## config.mk

```make
export PLATFORM = sky130hd
export DESIGN_NAME = mpfb_addr
export DESIGN_NICKNAME = d
export VERILOG_FILES = /design/src/rtl/core/mpfb_pkg.sv /design/src/rtl/core/mpfb_addr.sv
export SDC_FILE = /design/constraint.sdc
export NUM_CORES = 1
export LEC_CHECK = 0
export BUFFER_PORTS_ARGS = -buffer_cell sky130_fd_sc_hd__buf_2
export CAP_MARGIN = 5
export CORE_ASPECT_RATIO = 0.75
export CORE_MARGIN = 4
export CORE_UTILIZATION = 35
export DETAILED_ROUTE_END_ITERATION = 16
export GPL_TIMING_DRIVEN = 0
export MAX_ROUTING_LAYER = met4
export PLACE_DENSITY = 0.65
export SLEW_MARGIN = 20
export SYNTH_ARGS = -nofsm -noshare
export SYNTH_HDL_FRONTEND = slang
export SYNTH_SLANG_ARGS = --single-unit
```

## constraint.sdc

```tcl
create_clock -name vclk -period 16.25
set_input_delay 4.875 -clock vclk [all_inputs]
set_output_delay 4.875 -clock vclk [all_outputs]
set_load 0.05 [all_outputs]
```

## src/rtl/core/mpfb_pkg.sv

```systemverilog
// Package for the page-organized monochrome framebuffer plot core.
// Holds field widths, operation and register codes, shared types and the pixel update function.
// Depends on nothing; every other file in rtl/core uses it by scoped names.
package mpfb_pkg;

   localparam int IDX_W      = 13;
   localparam int COORD_W    = 7;
   localparam int INDEX_W    = 10;
   localparam int BYTE_W     = 8;
   localparam int WIDTH_W    = 8;
   localparam int HEIGHT_W   = 7;
   localparam int OP_W       = 2;
   localparam int PAGE_W     = 5;
   localparam int BIT_W      = 3;
   localparam int CSR_ADDR_W = 4;
   localparam int CSR_DATA_W = 32;
   localparam int REG_SEL_W  = 2;

   localparam logic [OP_W-1:0] OP_NONE   = 2'd0;
   localparam logic [OP_W-1:0] OP_CLEAR  = 2'd1;
   localparam logic [OP_W-1:0] OP_SET    = 2'd2;
   localparam logic [OP_W-1:0] OP_TOGGLE = 2'd3;

   localparam logic KIND_PLOT = 1'b0;
   localparam logic KIND_READ = 1'b1;

   localparam logic [REG_SEL_W-1:0] REG_PORTRAIT = 2'd0;
   localparam logic [REG_SEL_W-1:0] REG_WIDTH    = 2'd1;
   localparam logic [REG_SEL_W-1:0] REG_HEIGHT   = 2'd2;

   localparam logic                RESET_PORTRAIT = 1'b0;
   localparam logic [WIDTH_W-1:0]  RESET_WIDTH    = 8'd128;
   localparam logic [HEIGHT_W-1:0] RESET_HEIGHT   = 7'd64;

   typedef struct packed {
      logic                portrait;
      logic [WIDTH_W-1:0]  width;
      logic [HEIGHT_W-1:0] height;
   } cfg_type;

   typedef struct packed {
      logic                kind;
      logic [COORD_W-1:0]  coord_x;
      logic [COORD_W-1:0]  coord_y;
      logic [OP_W-1:0]     pixel_op;
      logic [INDEX_W-1:0]  read_index;
   } req_type;

   typedef struct packed {
      logic             hit;
      logic [IDX_W-1:0] index;
      logic [BIT_W-1:0] bit_sel;
   } loc_type;

   function automatic logic [BYTE_W-1:0] apply_op(input logic [BYTE_W-1:0] value,
                                                  input logic [BIT_W-1:0]  bit_sel,
                                                  input logic [OP_W-1:0]   op);
      logic [BYTE_W-1:0] mask;
      logic [BYTE_W-1:0] result;
      mask = BYTE_W'(1) << bit_sel;
      case (op)
         OP_NONE:   result = value;
         OP_CLEAR:  result = value & ~mask;
         OP_SET:    result = value | mask;
         OP_TOGGLE: result = value ^ mask;
         default:   result = value;
      endcase
      return result;
   endfunction

endpackage

```

## src/rtl/core/mpfb_addr.sv

```systemverilog
// Address unit: maps a plot coordinate or a read index to a canvas byte index and checks its range.
// Depends on mpfb_pkg for the item, configuration and location structs.
module mpfb_addr #(
   parameter int STORE_BYTES = 1024
) (
   input  mpfb_pkg::cfg_type  cfg,
   input  mpfb_pkg::req_type  req,
   output mpfb_pkg::loc_type  loc
);

   localparam logic [mpfb_pkg::IDX_W-1:0] STORE_LIMIT = mpfb_pkg::IDX_W'(STORE_BYTES);

   logic [mpfb_pkg::COORD_W-1:0] row;
   logic [mpfb_pkg::COORD_W-1:0] col;
   logic [mpfb_pkg::PAGE_W-1:0]  pages_used;
   logic [mpfb_pkg::IDX_W-1:0]   plot_index;
   logic [mpfb_pkg::IDX_W-1:0]   active_bytes;
   logic [mpfb_pkg::IDX_W-1:0]   read_index;
   logic                         plot_hit;
   logic                         read_hit;

   assign row = cfg.portrait ? req.coord_x : req.coord_y;
   assign col = cfg.portrait ? req.coord_y : req.coord_x;

   assign plot_index = mpfb_pkg::IDX_W'(row[mpfb_pkg::COORD_W-1:mpfb_pkg::BIT_W])
                       * mpfb_pkg::IDX_W'(cfg.width) + mpfb_pkg::IDX_W'(col);
   assign plot_hit   = (row < cfg.height) && ({1'b0, col} < cfg.width)
                       && (plot_index < STORE_LIMIT);

   assign pages_used   = mpfb_pkg::PAGE_W'(({1'b0, cfg.height} + 8'd7) >> mpfb_pkg::BIT_W);
   assign active_bytes = mpfb_pkg::IDX_W'(pages_used) * mpfb_pkg::IDX_W'(cfg.width);
   assign read_index   = mpfb_pkg::IDX_W'(req.read_index);
   assign read_hit     = (read_index < active_bytes) && (read_index < STORE_LIMIT);

   always_comb begin
      if (req.kind == mpfb_pkg::KIND_READ) begin
         loc.hit   = read_hit;
         loc.index = read_index;
      end else begin
         loc.hit   = plot_hit;
         loc.index = plot_index;
      end
      loc.bit_sel = row[mpfb_pkg::BIT_W-1:0];
   end

endmodule

```

==> key figures <==
Layout
  • Final-layout clock buffer total: 0
  • Final sequential cell count: 0
  • Synth-to-layout area growth: 13.8%
  • Share of layout cells above drive strength 1: 0.175
  • Total Nets Final: 605
  • Storage element area: 0 um2
  • Most common cell after layout, fill and taps aside: ha_1
  • Most frequent cells in the layout: 66 x ha_1, 60 x inv_1, 57 x buf_2

Detailed routing
  • Vias post-DR: 2,971
  • Detailed-route DRC error count: 0
  • DRT iter0 DRCs: 136
  • DR vias/cell: 5.06
  • Post-DRT Antenna Nets: 0
  • Total wire length: 8960 um
  • Pre-antenna DRT Iters: 4
  • WL/cell: 15.3 um

Clock network
  • Post-cts resize count: 0
  • CTS Hold Buffers Added: 0
  • Setup bufs post-CTS: 0

Pwr
  • Power per cell area: 84.9 nW/um2
  • Internal power: 0.122 mW
  • Seq pwr share: 0
  • Max VDD drop: 0.0000564 V
  • Switching share of power: 0.612
  • Comb power frac: 1.000
  • Static Leakage: 1.99 nW
  • Sw power: 0.192 mW
  • Clock power share: 0
  • Design Power: 0.314 mW

Floorplan
  • Core area: 9050 um2
  • Initial Utilization: 0.359
  • Die area: 10,900 um2
  • Standard-cell rows: 30
  • Die height: 91.5 um
  • Die Wd: 119 um
  • I/O pins: 60

Synthesis
  • Avg Inst Size Synth: 8.11 um2
  • Netlist cell types: 47
  • Post-synth net total: 546
  • Cells after synthesis: 401
  • Area of the mapped netlist: 3250 um2
  • Warnings, synthesis: 0
  • Seq/Total Area, Yosys: 0

Worst setup path
  • Startpoint Class: input pin
  • Largest incremental delay on the critical path: 550 ps
  • Worst setup EP type: output pin
  • Arr. time, crit path: 10,550 ps
  • Crit Path Class: in -> out
  • Crit-path most repeated cell: fa_1
  • Crit path buffers/inverters: 5
  • Worst path slowest cell: fa_1
  • Cell Chain, Critical Path: buf_2, o31a_1, clkbuf_1, nand3_1, xnor2_1, nor2_1, fa_1, fa_1, inv_1, fa_1, inv_1, ha_1, and3_1, a221oi_2, xor2_1, ha_1, nand4_1, a211oi_1, o22ai_1, a2111o_1, buf_2
  • Critical Path RT: 11,370 ps
  • Worst path top cell family by delay: adder cells
  • CP Max Fanout: 8

Timing
  • Fmax achieved: 64.8 MHz
  • Max_slew headroom: 0.430
  • Min Tclk post-route: 15,430 ps
  • Final Hold Viols: 0
  • Setup TNS: 0 ps
  • Setup Viol. Count Final: 0
  • RSZ-0062 raised after global routing: no
  • Worst-margin pin slew: 848 ps
  • Final worst-path cycle share: 0.949
  • Slew Viols, Final: 0

Flow run
  • Max-Cap Viols: 0

Min path
  • Worst Hold Class: in -> out

Global routing
  • Overall Global Routing Usage: 0.171
  • Pin count of the biggest net entering global routing: 11
  • First-pass GRT wire length: 15,000 um
  • Initial antenna violation count: 1
  • GRT Residual Overflow: 0
  • Vias in the first global route: 2,892

Place
  • Final Wtd Congestion: 0.861
  • Hpwl dp: 8020 um
  • IO buf count: 57

Outcome
  • Status: finished clean
[power by group through the flow]
| stage | registers [mW] | clock network, mW | logic (mW) |
|---|---|---|---|
| finish | 0 | 0.00000000263 | 0.314 |
| detailed placement | 0 | 0 | 0.313 |
| CTS | 0 | 0 | 0.315 |
| floorplan | 0 | 0 | 0.247 |
| global placement | 0 | 0 | 0.308 |
[synth_stat cells, drive strengths merged (8+ instances only)]
master / instances / area (um2)
a21oi: 15 / 75.1
and2: 8 / 50.1
fa: 36 / 721
ha: 66 / 826
inv: 60 / 225
mux2: 14 / 158
nand2: 45 / 169
nor2: 38 / 143
nor3: 8 / 40.0
o21ai: 16 / 80.1
xnor2: 12 / 105
xor2: 9 / 78.8
[final timing paths]
kind / startpoint / slack, ps / cells past startpoint / end
setup / recovery: cfg[2] / 820 / 21 / loc[16]
hold / removal: req[8] / 10200 / 4 / loc[11]
[layer usage]
metal  GRT usage  wire length, um  vias to the layer above
li1            -                -                     1473
met1       0.264             4740                     1417
met2       0.251             3630                       79
met3      0.0218              565                        2
met4     0.00289               17                        0
met5           -                0                        -
[layout make-up]
class | count | area [um2]
Antenna cell | 1 | 2.50
Buffer | 6 | 26.3
Fill cell | 966 | 5350
Inverter | 61 | 229
Multi-Input combinational cell | 334 | 3000
Tap cell | 128 | 160
Timing Repair Buffer | 57 | 285
[cell families (layout without fill, tap and decap cells)]
logic type / count (synthesis) / count (layout) / share of synthesized area
xor+xnor: 21 / 21 / 0.0566
fa+ha+maj: 102 / 102 / 0.476
other cells: 0 / 1 / 0
simple gates: 123 / 123 / 0.174
compound gates: 69 / 69 / 0.151
buf+inv: 67 / 124 / 0.0785
mux: 19 / 19 / 0.0639
[metrics by stage]
step / cells / hold slack, ps / instance area [um2] / util / setup WS (ps)
6_report: 587 / 10200 / 3700 / 0.409 / 822
3_3_place_gp: 586 / 10200 / 3700 / 0.409 / 900
2_1_floorplan: 401 / 10050 / 3250 / - / 1720
3_5_place_dp: 586 / 10200 / 3700 / 0.409 / 920
4_1_cts: 586 / 10210 / 3700 / 0.409 / 891
5_1_grt: 587 / 10220 / 3700 / 0.409 / 506
Note: power is estimated with default switching activity, not from simulation.
