--- src/rtl/core/mpfb_pkg.sv ---
// Package for the page-organized monochrome framebuffer plot core.
// Holds field widths, operation and register codes, shared types and the pixel update function.
// Depends on nothing; every other file in rtl/core uses it by scoped names.
package mpfb_pkg;

   localparam int IDX_W      = 13;
   localparam int COORD_W    = 7;
   localparam int INDEX_W    = 10;
   localparam int BYTE_W     = 8;
   localparam int WIDTH_W    = 8;
   localparam int HEIGHT_W   = 7;
   localparam int OP_W       = 2;
   localparam int PAGE_W     = 5;
   localparam int BIT_W      = 3;
   localparam int CSR_ADDR_W = 4;
   localparam int CSR_DATA_W = 32;
   localparam int REG_SEL_W  = 2;

   localparam logic [OP_W-1:0] OP_NONE   = 2'd0;
   localparam logic [OP_W-1:0] OP_CLEAR  = 2'd1;
   localparam logic [OP_W-1:0] OP_SET    = 2'd2;
   localparam logic [OP_W-1:0] OP_TOGGLE = 2'd3;

   localparam logic KIND_PLOT = 1'b0;
   localparam logic KIND_READ = 1'b1;

   localparam logic [REG_SEL_W-1:0] REG_PORTRAIT = 2'd0;
   localparam logic [REG_SEL_W-1:0] REG_WIDTH    = 2'd1;
   localparam logic [REG_SEL_W-1:0] REG_HEIGHT   = 2'd2;

   localparam logic                RESET_PORTRAIT = 1'b0;
   localparam logic [WIDTH_W-1:0]  RESET_WIDTH    = 8'd128;
   localparam logic [HEIGHT_W-1:0] RESET_HEIGHT   = 7'd64;

   typedef struct packed {
      logic                portrait;
      logic [WIDTH_W-1:0]  width;
      logic [HEIGHT_W-1:0] height;
   } cfg_type;

   typedef struct packed {
      logic                kind;
      logic [COORD_W-1:0]  coord_x;
      logic [COORD_W-1:0]  coord_y;
      logic [OP_W-1:0]     pixel_op;
      logic [INDEX_W-1:0]  read_index;
   } req_type;

   typedef struct packed {
      logic             hit;
      logic [IDX_W-1:0] index;
      logic [BIT_W-1:0] bit_sel;
   } loc_type;

   function automatic logic [BYTE_W-1:0] apply_op(input logic [BYTE_W-1:0] value,
                                                  input logic [BIT_W-1:0]  bit_sel,
                                                  input logic [OP_W-1:0]   op);
      logic [BYTE_W-1:0] mask;
      logic [BYTE_W-1:0] result;
      mask = BYTE_W'(1) << bit_sel;
      case (op)
         OP_NONE:   result = value;
         OP_CLEAR:  result = value & ~mask;
         OP_SET:    result = value | mask;
         OP_TOGGLE: result = value ^ mask;
         default:   result = value;
      endcase
      return result;
   endfunction

endpackage

--- src/rtl/core/mpfb_csr.sv ---
// Configuration registers of the framebuffer plot core behind an APB-style port.
// Depends on mpfb_pkg for register codes, reset values and the configuration struct.
module mpfb_csr (
   input  logic                               clock,
   input  logic                               reset,
   input  logic                               csr_psel,
   input  logic                               csr_penable,
   input  logic                               csr_pwrite,
   input  logic [mpfb_pkg::CSR_ADDR_W-1:0]    csr_paddr,
   input  logic [mpfb_pkg::CSR_DATA_W-1:0]    csr_pwdata,
   output logic [mpfb_pkg::CSR_DATA_W-1:0]    csr_prdata,
   output logic                               csr_pready,
   output mpfb_pkg::cfg_type                  cfg
);

   mpfb_pkg::cfg_type                 cfg_ff;
   mpfb_pkg::cfg_type                 cfg_in;
   logic [mpfb_pkg::REG_SEL_W-1:0]    reg_sel;
   logic                              wr_strobe;

   assign reg_sel    = csr_paddr[mpfb_pkg::CSR_ADDR_W-1:2];
   assign wr_strobe  = csr_psel && csr_penable && csr_pwrite;
   assign csr_pready = 1'b1;
   assign cfg        = cfg_ff;

   always_comb begin
      cfg_in = cfg_ff;
      if (wr_strobe) begin
         case (reg_sel)
            mpfb_pkg::REG_PORTRAIT: cfg_in.portrait = csr_pwdata[0];
            mpfb_pkg::REG_WIDTH:    cfg_in.width    = csr_pwdata[mpfb_pkg::WIDTH_W-1:0];
            mpfb_pkg::REG_HEIGHT:   cfg_in.height   = csr_pwdata[mpfb_pkg::HEIGHT_W-1:0];
            default:                cfg_in = cfg_ff;
         endcase
      end
   end

   always_comb begin
      case (reg_sel)
         mpfb_pkg::REG_PORTRAIT: csr_prdata = mpfb_pkg::CSR_DATA_W'(cfg_ff.portrait);
         mpfb_pkg::REG_WIDTH:    csr_prdata = mpfb_pkg::CSR_DATA_W'(cfg_ff.width);
         mpfb_pkg::REG_HEIGHT:   csr_prdata = mpfb_pkg::CSR_DATA_W'(cfg_ff.height);
         default:                csr_prdata = '0;
      endcase
   end

   always_ff @(posedge clock) begin
      if (reset) begin
         cfg_ff.portrait <= mpfb_pkg::RESET_PORTRAIT;
         cfg_ff.width    <= mpfb_pkg::RESET_WIDTH;
         cfg_ff.height   <= mpfb_pkg::RESET_HEIGHT;
      end else begin
         cfg_ff <= cfg_in;
      end
   end

endmodule

--- config.mk ---
export PLATFORM = sky130hd
export DESIGN_NAME = mpfb_csr
export DESIGN_NICKNAME = d
export VERILOG_FILES = /design/src/rtl/core/mpfb_pkg.sv /design/src/rtl/core/mpfb_csr.sv
export SDC_FILE = /design/constraint.sdc
export NUM_CORES = 1
export LEC_CHECK = 0
export ABC_AREA = 1
export BUFFER_PORTS_ARGS = -buffer_cell sky130_fd_sc_hd__buf_2
export CAP_MARGIN = 20
export CELL_PAD_IN_SITES_DETAIL_PLACEMENT = 0
export CELL_PAD_IN_SITES_GLOBAL_PLACEMENT = 2
export CORE_UTILIZATION = 17
export DETAILED_ROUTE_END_ITERATION = 8
export GPL_TIMING_DRIVEN = 0
export PLACE_DENSITY = 0.77
export SLEW_MARGIN = 20
export SYNTH_ARGS = -nofsm -noshare
export SYNTH_HDL_FRONTEND = slang
export SYNTH_SLANG_ARGS = --single-unit
--- constraint.sdc ---
create_clock -name clock -period 0.8 [get_ports clock]
set_input_delay 0.04 -clock clock [delete_from_list [all_inputs] [get_ports clock]]
set_output_delay 0.04 -clock clock [all_outputs]
set_load 0.005 [all_outputs]
==> results of run 1 <==
## worst min-delay path by stage
stage / from / to / cells after the start
floorplan: csr_pwdata[6] / cfg[6]$_SDFFE_PP1P_ / 2
global placement: csr_pwdata[7] / cfg[14]$_SDFFE_PP1P_ / 3
detailed placement: csr_pwdata[7] / cfg[14]$_SDFFE_PP1P_ / 3
CTS: csr_pwdata[7] / cfg[14]$_SDFFE_PP1P_ / 3
global route: csr_pwdata[7] / cfg[14]$_SDFFE_PP1P_ / 3
finish: csr_pwdata[7] / cfg[14]$_SDFFE_PP1P_ / 3
## layout make-up
| class | instances | area, um^2 | share of cell area [%] |
|---|---|---|---|
| inverters | 12 | 45.04 | 2.910 |
| multi-input cells | 120 | 521.8 | 33.71 |
| clock buffers | 4 | 55.05 | 3.557 |
| well taps | 72 | 90.09 | 5.821 |
| flip-flops and latches | 16 | 340.3 | 21.99 |
| plain buffers | 29 | 226.5 | 14.63 |
| repair buffers | 45 | 269.0 | 17.38 |
## layout by cell type, fill, tap and decap left out, drive strengths merged
master / instances
nand3: 18
a21oi: 1
buf: 74
clkbuf: 4
o21ai: 2
nor2: 34
dfxtp: 16
inv: 12
nand2: 40
conb: 25
## through the flow
| step | hold slack [ns] | setup TNS [ns] | total power, uW |
|---|---|---|---|
| after detailed placement | 0.2643 | -2.207 | 1199 |
| after CTS | 0.006712 | -0.4590 | 1938 |
| after global placement | 0.2529 | -1.986 | 1199 |
| after floorplan | 0.1663 | 0 | 1091 |
| final | 0.004838 | -0.4219 | 1949 |
| after global routing | 0.008123 | -0.8354 | 2045 |
## metal layers
metal / share of wire, % / wire length [um] / GRT usage [%]
met4: 0.82 / 23 / 3.273
met3: 8.7 / 243 / 2.299
met5: 0 / 0 / 0
met1: 43 / 1200 / 10.06
met2: 48 / 1333 / 16.38
## where the power goes
part | switching [uW] | internal (uW)
registers | 13.2 | 817
clock network | 302 | 436
logic | 188 | 192
total | 503 | 1450
## logic make-up (layout without fill, tap and decap cells)
group | after synthesis | after routing | share of synthesized area, %
compound gates | 3 | 3 | 1.485
flops | 16 | 16 | 31.68
simple gates | 92 | 92 | 39.60
other cells | 2 | 25 | 0.7429
buf+inv | 41 | 90 | 26.48
## repair_timing
| action | 4_1_cts | 5_1_grt |
|---|---|---|
| endpoints found under the hold margin | 0 | 0 |
| buffers inserted | 1 | 6 |
| setup endpoints to repair | 8 | 9 |
| gates resized for setup | 16 | 11 |
| pin swaps | 6 | 10 |
| hold buffers | 0 | 0 |
## critical path, cell delays in order, from the launching register on
cell     delay (ns)
dfxtp_2        0.33
nand2_2        0.06
nand3_2        0.08
buf_6          0.12
==> flow_results.xml, run 1 <==
<?xml version="1.0" encoding="UTF-8"?>
<metrics>
  <group name="clocking">
    <metric name="tritoncts" unit="">yes</metric>
    <metric name="clock_pin_slew_worst_setup_and_hold_paths" unit="ns">0.07</metric>
    <metric name="cts_made_buffers" unit="">3</metric>
    <metric name="clock_tree.buffer_depth" unit="">2</metric>
    <metric name="worstSkewPairLatency" unit="ns">0.25</metric>
    <metric name="clk_root_buffer_cell" unit="">clkbuf_8</metric>
    <metric name="total_number_of_h_tree_levels" unit="">1</metric>
    <metric name="clock_sink_count" unit="">16</metric>
  </group>
  <group name="worst_setup_path">
    <metric name="critPathKind" unit="">reg -&gt; out</metric>
    <metric name="worstRegToRegCells" unit="">3</metric>
    <metric name="required_time_at_the_worst_slack_endpoint" unit="ns">0.76</metric>
    <metric name="startpoint_of_the_worst_register_to_register_path" unit="">cfg[15]$_SDFFE_PP0P_</metric>
    <metric name="worst-path-max-fanout" unit="">2</metric>
    <metric name="worstReg2RegEnd" unit="">cfg[15]$_SDFFE_PP0P_</metric>
    <metric name="arrival" unit="ns">0.84</metric>
    <metric name="critical_path.endpoint" unit="">csr_prdata[0]</metric>
    <metric name="setup.worst_path.start_class" unit="">register</metric>
    <metric name="end_kind" unit="">output pin</metric>
    <metric name="timing.critical_path.from" unit="">cfg[15]$_SDFFE_PP0P_</metric>
    <metric name="ff2ff_setup_slack" unit="ns">0.08</metric>
  </group>
  <group name="sta">
    <metric name="finalClockSkew" unit="ns">0</metric>
    <metric name="layout_setup_ws" unit="ns">-0.08161</metric>
    <metric name="report.final.hold_viol_count" unit="">0</metric>
    <metric name="layout_worst_path_cycle_share" unit="%">110.2</metric>
    <metric name="timing.final.crit_period" unit="ns">0.8816</metric>
    <metric name="fmax" unit="GHz">1.134</metric>
    <metric name="rsz0062_at_grt" unit="">yes</metric>
    <metric name="timing_max_transition_violations_final" unit="">0</metric>
    <metric name="report.final.setup_viol" unit="">10</metric>
  </group>
  <group name="floorplanning">
    <metric name="rows" unit="">27</metric>
    <metric name="fp.dieArea" unit="um^2">6259</metric>
    <metric name="effective_utilization_at_floorplan" unit="%">18.03</metric>
    <metric name="floorplan.core_area" unit="um^2">5608</metric>
    <metric name="die_outline_height" unit="um">79.12</metric>
    <metric name="floorplan.io_pins" unit="">90</metric>
    <metric name="floorplan.die.width" unit="um">79.12</metric>
  </group>
  <group name="cells_and_area">
    <metric name="post_route_cells_drive_above_1_share" unit="%">46.46</metric>
    <metric name="diodes" unit="">0</metric>
    <metric name="final_design_area_no_fill" unit="um^2">1548</metric>
    <metric name="largest_register_ff_count" unit="">16</metric>
    <metric name="layout-area-overhead-vs-synth" unit="%">53.09</metric>
    <metric name="final-instance-count-excl-fill" unit="">298</metric>
    <metric name="filler_cell_count" unit="">659</metric>
    <metric name="layout.nets" unit="">268</metric>
    <metric name="final_core_util" unit="%">27.60</metric>
  </group>
  <group name="placed_design">
    <metric name="dp.final_hpwl" unit="mm">2.095</metric>
    <metric name="postPlaceCellArea" unit="um^2">1378</metric>
    <metric name="dpl_cells" unit="">287</metric>
    <metric name="pre_cts_ws" unit="ns">-0.1710</metric>
    <metric name="gpl.final_weighted_congestion" unit="">0.6752</metric>
    <metric name="port-buffer-count" unit="">38</metric>
  </group>
  <group name="global_route">
    <metric name="grt.overflow.total" unit="">0</metric>
    <metric name="maximum_number_of_pins_on_one_net_before_global_route_repair" unit="">11</metric>
    <metric name="grt_pass1_wl" unit="mm">4.347</metric>
    <metric name="globalRouteTotalUtil" unit="%">9.029</metric>
    <metric name="antenna_found_initial" unit="">0</metric>
    <metric name="via_count_of_the_first_global_routing_pass" unit="">942</metric>
  </group>
  <group name="routing">
    <metric name="routed-via-count" unit="">1040</metric>
    <metric name="detail_route.vias_per_cell" unit="">3.490</metric>
    <metric name="pre_repair_dr_iteration_count" unit="">4</metric>
    <metric name="post_drt_wl_per_cell" unit="um">9.399</metric>
    <metric name="drt_first_iter_violations" unit="">15</metric>
    <metric name="antenna_left" unit="">0</metric>
    <metric name="detail_route.wirelength" unit="mm">2.801</metric>
    <metric name="post-route-drc-count" unit="">0</metric>
  </group>
  <group name="synthesis">
    <metric name="yosys_register_bits" unit="">16</metric>
    <metric name="post-synth-top-count-cell" unit="">nand2_1</metric>
    <metric name="netlist_instances" unit="">154</metric>
    <metric name="synth_ff_type" unit="">dfxtp_1</metric>
    <metric name="synth_enable_flop_cells" unit="">0</metric>
    <metric name="synth-warning-count" unit="">0</metric>
    <metric name="yosysSeqAreaShare" unit="%">31.68</metric>
    <metric name="yosysTopAreaCell" unit="">dfxtp_1</metric>
    <metric name="synth.cell_area" unit="um^2">1011</metric>
    <metric name="synth.distinct_cells" unit="">14</metric>
    <metric name="yosys.area.top_type_share" unit="%">31.68</metric>
    <metric name="ys_async_sr_fraction" unit="%">0</metric>
    <metric name="synth_top_cells_by_area" unit="">dfxtp_1, buf_4, nand2_1</metric>
    <metric name="synthesis.area_per_instance" unit="um^2">6.565</metric>
    <metric name="synth_commonest_cells" unit="">nand2_1, nor2_1, buf_4, nand3_1, dfxtp_1</metric>
  </group>
  <group name="power">
    <metric name="vdd_ir_drop_max" unit="uV">497.1</metric>
    <metric name="power_density" unit="nW/um^2">1259</metric>
    <metric name="power.static_leakage" unit="uW">0.0008723</metric>
  </group>
  <group name="outcome">
    <metric name="violations" unit="">negative setup slack</metric>
    <metric name="status" unit="">finished, violations left</metric>
  </group>
  <group name="flow_run">
    <metric name="maxCapViolations" unit="">0</metric>
  </group>
  <group name="min_path">
    <metric name="hold_path.class" unit="">in -&gt; reg</metric>
  </group>
</metrics>
(Power assumes the default switching activity.)
==> run 2, diff against run 1 <==
- CORE_ASPECT_RATIO: not set -> 1.1
==> flow_results.xml, run 2 (synthesized netlist as in run 1, its figures left out) <==
<?xml version="1.0" encoding="UTF-8"?>
<metrics>
  <group name="outcome">
    <metric name="status" unit="">finished, violations left</metric>
    <metric name="violations" unit="">design-rule violations, negative setup slack</metric>
  </group>
  <group name="routing">
    <metric name="detail_route.vias_per_cell" unit="">3.425</metric>
    <metric name="pre_repair_dr_iteration_count" unit="">6</metric>
    <metric name="post-route-drc-count" unit="">2</metric>
    <metric name="post_drt_wl_per_cell" unit="um">9.166</metric>
    <metric name="antenna_left" unit="">0</metric>
    <metric name="drt_first_iter_violations" unit="">28</metric>
    <metric name="routed-via-count" unit="">1031</metric>
    <metric name="detail_route.wirelength" unit="mm">2.759</metric>
  </group>
  <group name="power">
    <metric name="power.static_leakage" unit="uW">0.0008584</metric>
    <metric name="internal_power" unit="uW">1346</metric>
    <metric name="vdd_ir_drop_max" unit="uV">428.4</metric>
    <metric name="share_clk_of_total_power" unit="%">33.5</metric>
    <metric name="p_switching" unit="uW">486.2</metric>
    <metric name="pwr-share-comb" unit="%">21.2</metric>
    <metric name="power_density" unit="nW/um^2">1200</metric>
    <metric name="switching_fraction" unit="%">26.53</metric>
    <metric name="power.sequential.fraction" unit="%">45.3</metric>
  </group>
  <group name="worst_setup_path">
    <metric name="critPathKind" unit="">reg -&gt; out</metric>
    <metric name="worstRegToRegCells" unit="">3</metric>
    <metric name="worstReg2RegEnd" unit="">cfg[0]$_SDFFE_PP0P_</metric>
    <metric name="startpoint_of_the_worst_register_to_register_path" unit="">cfg[0]$_SDFFE_PP0P_</metric>
    <metric name="end_kind" unit="">output pin</metric>
    <metric name="setup.worst_path.start_class" unit="">register</metric>
    <metric name="required_time_at_the_worst_slack_endpoint" unit="ns">0.76</metric>
    <metric name="worst-path-max-fanout" unit="">3</metric>
    <metric name="ff2ff_setup_slack" unit="ns">0.12</metric>
    <metric name="arrival" unit="ns">0.82</metric>
  </group>
  <group name="clocking">
    <metric name="clock_pin_slew_worst_setup_and_hold_paths" unit="ns">0.06</metric>
    <metric name="total_number_of_h_tree_levels" unit="">1</metric>
    <metric name="tritoncts" unit="">yes</metric>
    <metric name="clock_tree.buffer_depth" unit="">2</metric>
    <metric name="clock_sink_count" unit="">16</metric>
    <metric name="cts_made_buffers" unit="">3</metric>
    <metric name="worstSkewPairLatency" unit="ns">0.25</metric>
    <metric name="ctsHoldBuffers" unit="">0</metric>
    <metric name="clk_root_buffer_cell" unit="">clkbuf_8</metric>
  </group>
  <group name="cells_and_area">
    <metric name="most-common-layout-cells" unit="">buf_2, nand2_1, buf_4</metric>
    <metric name="layout.nets" unit="">267</metric>
    <metric name="diodes" unit="">0</metric>
    <metric name="layout-area-overhead-vs-synth" unit="%">51.11</metric>
    <metric name="largest_register_ff_count" unit="">16</metric>
    <metric name="post_route_cells_drive_above_1_share" unit="%">46.88</metric>
    <metric name="most_common_library_cell_in_the_layout_ignoring_fill_and_taps" unit="">buf_2</metric>
    <metric name="final-instance-count-excl-fill" unit="">301</metric>
  </group>
  <group name="global_route">
    <metric name="grt.overflow.total" unit="">0</metric>
    <metric name="globalRouteTotalUtil" unit="%">8.956</metric>
    <metric name="antenna_found_initial" unit="">0</metric>
    <metric name="via_count_of_the_first_global_routing_pass" unit="">906</metric>
    <metric name="grt_pass1_wl" unit="mm">4.098</metric>
    <metric name="maximum_number_of_pins_on_one_net_before_global_route_repair" unit="">11</metric>
  </group>
  <group name="sta">
    <metric name="rsz0062_at_grt" unit="">yes</metric>
    <metric name="fmax" unit="GHz">1.160</metric>
    <metric name="report.final.hold_viol_count" unit="">0</metric>
    <metric name="finalClockSkew" unit="ns">0</metric>
    <metric name="final.hold.worst_slack" unit="ns">0.004762</metric>
    <metric name="layout_worst_path_cycle_share" unit="%">107.7</metric>
    <metric name="report.final.setup_viol" unit="">9</metric>
    <metric name="timing_max_transition_violations_final" unit="">0</metric>
    <metric name="layout_setup_ws" unit="ns">-0.06177</metric>
    <metric name="timing.final.crit_period" unit="ns">0.8618</metric>
  </group>
  <group name="floorplanning">
    <metric name="fp.dieArea" unit="um^2">6260</metric>
    <metric name="floorplan.die.width" unit="um">75.53</metric>
    <metric name="rows" unit="">29</metric>
    <metric name="floorplan.core_area" unit="um^2">5769</metric>
    <metric name="die_outline_height" unit="um">82.88</metric>
    <metric name="effective_utilization_at_floorplan" unit="%">17.52</metric>
    <metric name="floorplan.io_pins" unit="">90</metric>
  </group>
  <group name="min_path">
    <metric name="timing.hold.worst.start" unit="">csr_pwdata[7]</metric>
    <metric name="hold_path.class" unit="">in -&gt; reg</metric>
    <metric name="timing.hold.worst_path_depth" unit="">3</metric>
    <metric name="holdPathEnd" unit="">cfg[14]$_SDFFE_PP1P_</metric>
  </group>
  <group name="placed_design">
    <metric name="port-buffer-count" unit="">38</metric>
    <metric name="gpl.final_weighted_congestion" unit="">0.7323</metric>
    <metric name="dpl_cells" unit="">292</metric>
    <metric name="dp.final_hpwl" unit="mm">2.112</metric>
  </group>
  <group name="flow_run">
    <metric name="maxCapViolations" unit="">0</metric>
  </group>
</metrics>
[run 2: cell types whose count changed in the layout (fill, tap and decap cells not counted), sizes merged]
cell    before  now
clkbuf       4    3
buf         74   73
[run 2: what timing repair did]
action,in CTS,in global routing
setup buffers,0,5
pin swaps,7,6
setup endpoints to repair,8,9
gates resized for setup,16,13
gates cloned,0,1
[run 2: final cells by class]
cell class / instances / area (um^2)
Fill cell: 664 / 4242
Multi-Input combinational cell: 120 / 529.3
Sequential cell: 16 / 340.3
Timing Repair Buffer: 44 / 249.0
Buffer: 29 / 226.5
Tap cell: 77 / 96.34
Inverter: 12 / 45.04
Clock buffer: 3 / 41.29
[run 2: power groups by stage]
stage	logic (uW)	registers [uW]	clock network (uW)
floorplan	246	845	0
global placement	353	845	0
detailed placement	354	845	0
CTS	355	830	629
global route	433	832	665
finish	388	831	614
[run 2: per-layer routing]
metal,global-route usage [%],vias up,share of wire (%)
li1,-,559,-
met1,10.60,423,44
met2,14.45,44,47
met3,2.063,5,7.5
met4,5.051,0,2.3
met5,0,-,0
[run 2: worst max path at each step]
stage                               from              endpoint  slack (ns)
floorplan                       csr_psel  cfg[15]$_SDFFE_PP0P_        0.12
detailed placement              csr_psel   cfg[3]$_SDFFE_PP0P_       -0.16
global route         cfg[7]$_SDFFE_PP0P_         csr_prdata[0]       -0.11
CTS                 cfg[15]$_SDFFE_PP0P_         csr_prdata[0]       -0.07
global placement                csr_psel   cfg[0]$_SDFFE_PP0P_       -0.17
finish               cfg[7]$_SDFFE_PP0P_         csr_prdata[0]       -0.06
[run 2: through the flow]
stage	power, uW	worst slack, ns	util, %	TNS [ns]	instance area, um^2
after CTS	1814	-0.07480	25.05	-0.3981	1445
after global routing	1930	-0.1073	26.48	-0.7886	1528
after global placement	1198	-0.1696	23.99	-2.129	1384
after detailed placement	1199	-0.1610	23.99	-2.117	1384
after floorplan	1091	0.1199	-	0	1097
final	1833	-0.06177	26.48	-0.3397	1528
[run 2: critical path, stage by stage, from the launching register on]
cell	delay [ns]
dfxtp_2	0.33
nand2_2	0.06
nand3_2	0.06
buf_2	0.12
==> run 3, diff against run 2 <==
==> constraint.sdc (replaced) <==
create_clock -name clock -period 0.8 [get_ports clock]
set_input_delay 0.04 -clock clock [delete_from_list [all_inputs] [get_ports clock]]
set_output_delay 0.04 -clock clock [all_outputs]
set_load 0.1 [all_outputs]
==> flow_results.xml, run 3 (synthesized netlist as in run 1, its figures left out) <==
<?xml version="1.0" encoding="UTF-8"?>
<metrics>
  <group name="sta">
    <metric name="finalClockSkew" unit="ns">0</metric>
    <metric name="timing_max_transition_violations_final" unit="">0</metric>
    <metric name="timing.final.crit_period" unit="ns">0.9827</metric>
    <metric name="rsz0062_at_grt" unit="">yes</metric>
    <metric name="fmax" unit="GHz">1.018</metric>
    <metric name="layout_worst_path_cycle_share" unit="%">122.8</metric>
    <metric name="timing.setup.tns" unit="ns">-2.347</metric>
    <metric name="report.final.setup_viol" unit="">24</metric>
    <metric name="layout_setup_ws" unit="ns">-0.1827</metric>
    <metric name="report.final.hold_viol_count" unit="">0</metric>
  </group>
  <group name="worst_setup_path">
    <metric name="critical_path.n_buffers_inverters" unit="">1</metric>
    <metric name="cpMaxStageDelayCell" unit="">dfxtp_4</metric>
    <metric name="setup.worst_path.start_class" unit="">register</metric>
    <metric name="worst_path_dominant_cell_family" unit="">flip-flops</metric>
    <metric name="worst-path-max-fanout" unit="">3</metric>
    <metric name="timing.critical_path.slowest_cell_delay" unit="ns">0.38</metric>
    <metric name="end_kind" unit="">output pin</metric>
    <metric name="cp_cell_sequence" unit="">nand2_4 -&gt; nand3_4 -&gt; buf_12</metric>
    <metric name="ff2ff_setup_slack" unit="ns">0.16</metric>
    <metric name="critPathKind" unit="">reg -&gt; out</metric>
    <metric name="arrival" unit="ns">0.94</metric>
    <metric name="required_time_at_the_worst_slack_endpoint" unit="ns">0.76</metric>
  </group>
  <group name="clocking">
    <metric name="clock_tree.buffer_depth" unit="">2</metric>
    <metric name="clock_sink_count" unit="">16</metric>
    <metric name="ctsHoldBuffers" unit="">0</metric>
    <metric name="total_number_of_h_tree_levels" unit="">1</metric>
    <metric name="worstSkewPairLatency" unit="ns">0.25</metric>
    <metric name="clk_root_buffer_cell" unit="">clkbuf_8</metric>
    <metric name="clock_pin_slew_worst_setup_and_hold_paths" unit="ns">0.06</metric>
    <metric name="cts_made_buffers" unit="">3</metric>
    <metric name="tritoncts" unit="">yes</metric>
  </group>
  <group name="power">
    <metric name="power.total" unit="uW">2670</metric>
    <metric name="power_density" unit="nW/um^2">1217</metric>
    <metric name="vdd_ir_drop_max" unit="uV">492.7</metric>
    <metric name="power.static_leakage" unit="uW">0.001135</metric>
  </group>
  <group name="placed_design">
    <metric name="dp.final_hpwl" unit="mm">2.190</metric>
    <metric name="port-buffer-count" unit="">38</metric>
    <metric name="dpl_cells" unit="">292</metric>
    <metric name="gpl.final_weighted_congestion" unit="">0.7210</metric>
  </group>
  <group name="outcome">
    <metric name="violations" unit="">negative setup slack</metric>
    <metric name="status" unit="">finished, violations left</metric>
  </group>
  <group name="floorplanning">
    <metric name="rows" unit="">29</metric>
    <metric name="floorplan.die.width" unit="um">75.53</metric>
    <metric name="effective_utilization_at_floorplan" unit="%">17.52</metric>
    <metric name="die_outline_height" unit="um">82.88</metric>
    <metric name="fp.dieArea" unit="um^2">6260</metric>
    <metric name="floorplan.io_pins" unit="">90</metric>
    <metric name="floorplan.core_area" unit="um^2">5769</metric>
  </group>
  <group name="routing">
    <metric name="pre_repair_dr_iteration_count" unit="">4</metric>
    <metric name="drt_first_iter_violations" unit="">39</metric>
    <metric name="routed-via-count" unit="">1048</metric>
    <metric name="detail_route.wirelength" unit="mm">3.008</metric>
    <metric name="post-route-drc-count" unit="">0</metric>
    <metric name="post_drt_wl_per_cell" unit="um">9.862</metric>
    <metric name="antenna_left" unit="">0</metric>
    <metric name="detail_route.vias_per_cell" unit="">3.436</metric>
  </group>
  <group name="cells_and_area">
    <metric name="most-common-layout-cells" unit="">buf_4, nor2_1, buf_12</metric>
    <metric name="layout-area-overhead-vs-synth" unit="%">117.1</metric>
    <metric name="diodes" unit="">0</metric>
    <metric name="most_common_library_cell_in_the_layout_ignoring_fill_and_taps" unit="">buf_4</metric>
    <metric name="final-instance-count-excl-fill" unit="">305</metric>
    <metric name="layout.nets" unit="">270</metric>
    <metric name="post_route_cells_drive_above_1_share" unit="%">55.26</metric>
    <metric name="largest_register_ff_count" unit="">16</metric>
  </group>
  <group name="global_route">
    <metric name="grt.overflow.total" unit="">0</metric>
    <metric name="maximum_number_of_pins_on_one_net_before_global_route_repair" unit="">11</metric>
    <metric name="via_count_of_the_first_global_routing_pass" unit="">951</metric>
    <metric name="globalRouteTotalUtil" unit="%">9.763</metric>
    <metric name="antenna_found_initial" unit="">0</metric>
    <metric name="grt_pass1_wl" unit="mm">4.574</metric>
  </group>
  <group name="min_path">
    <metric name="hold_path.class" unit="">in -&gt; reg</metric>
  </group>
  <group name="flow_run">
    <metric name="maxCapViolations" unit="">0</metric>
  </group>
</metrics>
==> run 3: cell types whose count changed in the layout (fill, tap and decap cells not counted), moves of 6 or more <==
cell	previous run	this run
nand2_8	0	6
buf_12	0	26
nand2_1	36	19
nand2_4	0	13
dfxtp_2	16	0
dfxtp_4	0	16
buf_2	38	14
==> run 3: per-stage QoR <==
stage	util [%]	setup slack [ns]	instance area (um^2)	hold slack, ns
2_1_floorplan	-	-0.3131	1378	0.1655
6_report	38.04	-0.1827	2195	0.01278
3_3_place_gp	28.84	-0.4563	1664	0.2636
5_1_grt	38.04	-0.2266	2195	0.01399
4_1_cts	36.39	-0.1813	2100	0.01701
3_5_place_dp	28.84	-0.4570	1664	0.2730
==> run 3: final cells by class <==
class | count | area (um^2)
Fill cell | 589 | 3575
Multi-Input combinational cell | 120 | 734.5
Timing Repair Buffer | 47 | 653.1
Sequential cell | 16 | 380.4
Buffer | 29 | 240.2
Tap cell | 77 | 96.34
Inverter | 12 | 45.04
Clock buffer | 3 | 41.29
Clock inverter | 1 | 3.754
==> run 3: worst min-delay path, stage by stage <==
cell and delay, ns:
buf_2 0.08, nand2_1 0.04, nand3_1 0.06
==> run 3: where the power goes <==
group	leakage [uW]	switching [uW]	total, uW	internal (uW)
registers	0.000140	27.4	801	773
logic	0.000971	917	1240	324
clock network	0.0000231	288	628	340
==> run 3: repair_timing <==
action                     CTS  global route
setup buffers                3             5
resized for setup           98             9
hold endpoints to repair     0             0
pin swaps                    2            10
setup endpoints to repair   24            26
gates cloned                 0             1
==> run 3: worst paths after layout <==
check | endpoint | from | cells after the start
max | csr_prdata[0] | cfg[7]$_SDFFE_PP0P_ | 3
min | cfg[14]$_SDFFE_PP1P_ | csr_pwdata[7] | 3
max reg2reg | cfg[6]$_SDFFE_PP1P_ | cfg[6]$_SDFFE_PP1P_ | 2
min reg2reg | cfg[0]$_SDFFE_PP0P_ | cfg[0]$_SDFFE_PP0P_ | 2
==> run 3: per-layer routing <==
layer,share of wire [%],GRT usage [%],up-vias
met5,0,0,-
met1,43,11.35,441
met3,6.3,1.942,2
met4,1.1,4.040,0
li1,-,-,568
met2,49,16.88,37
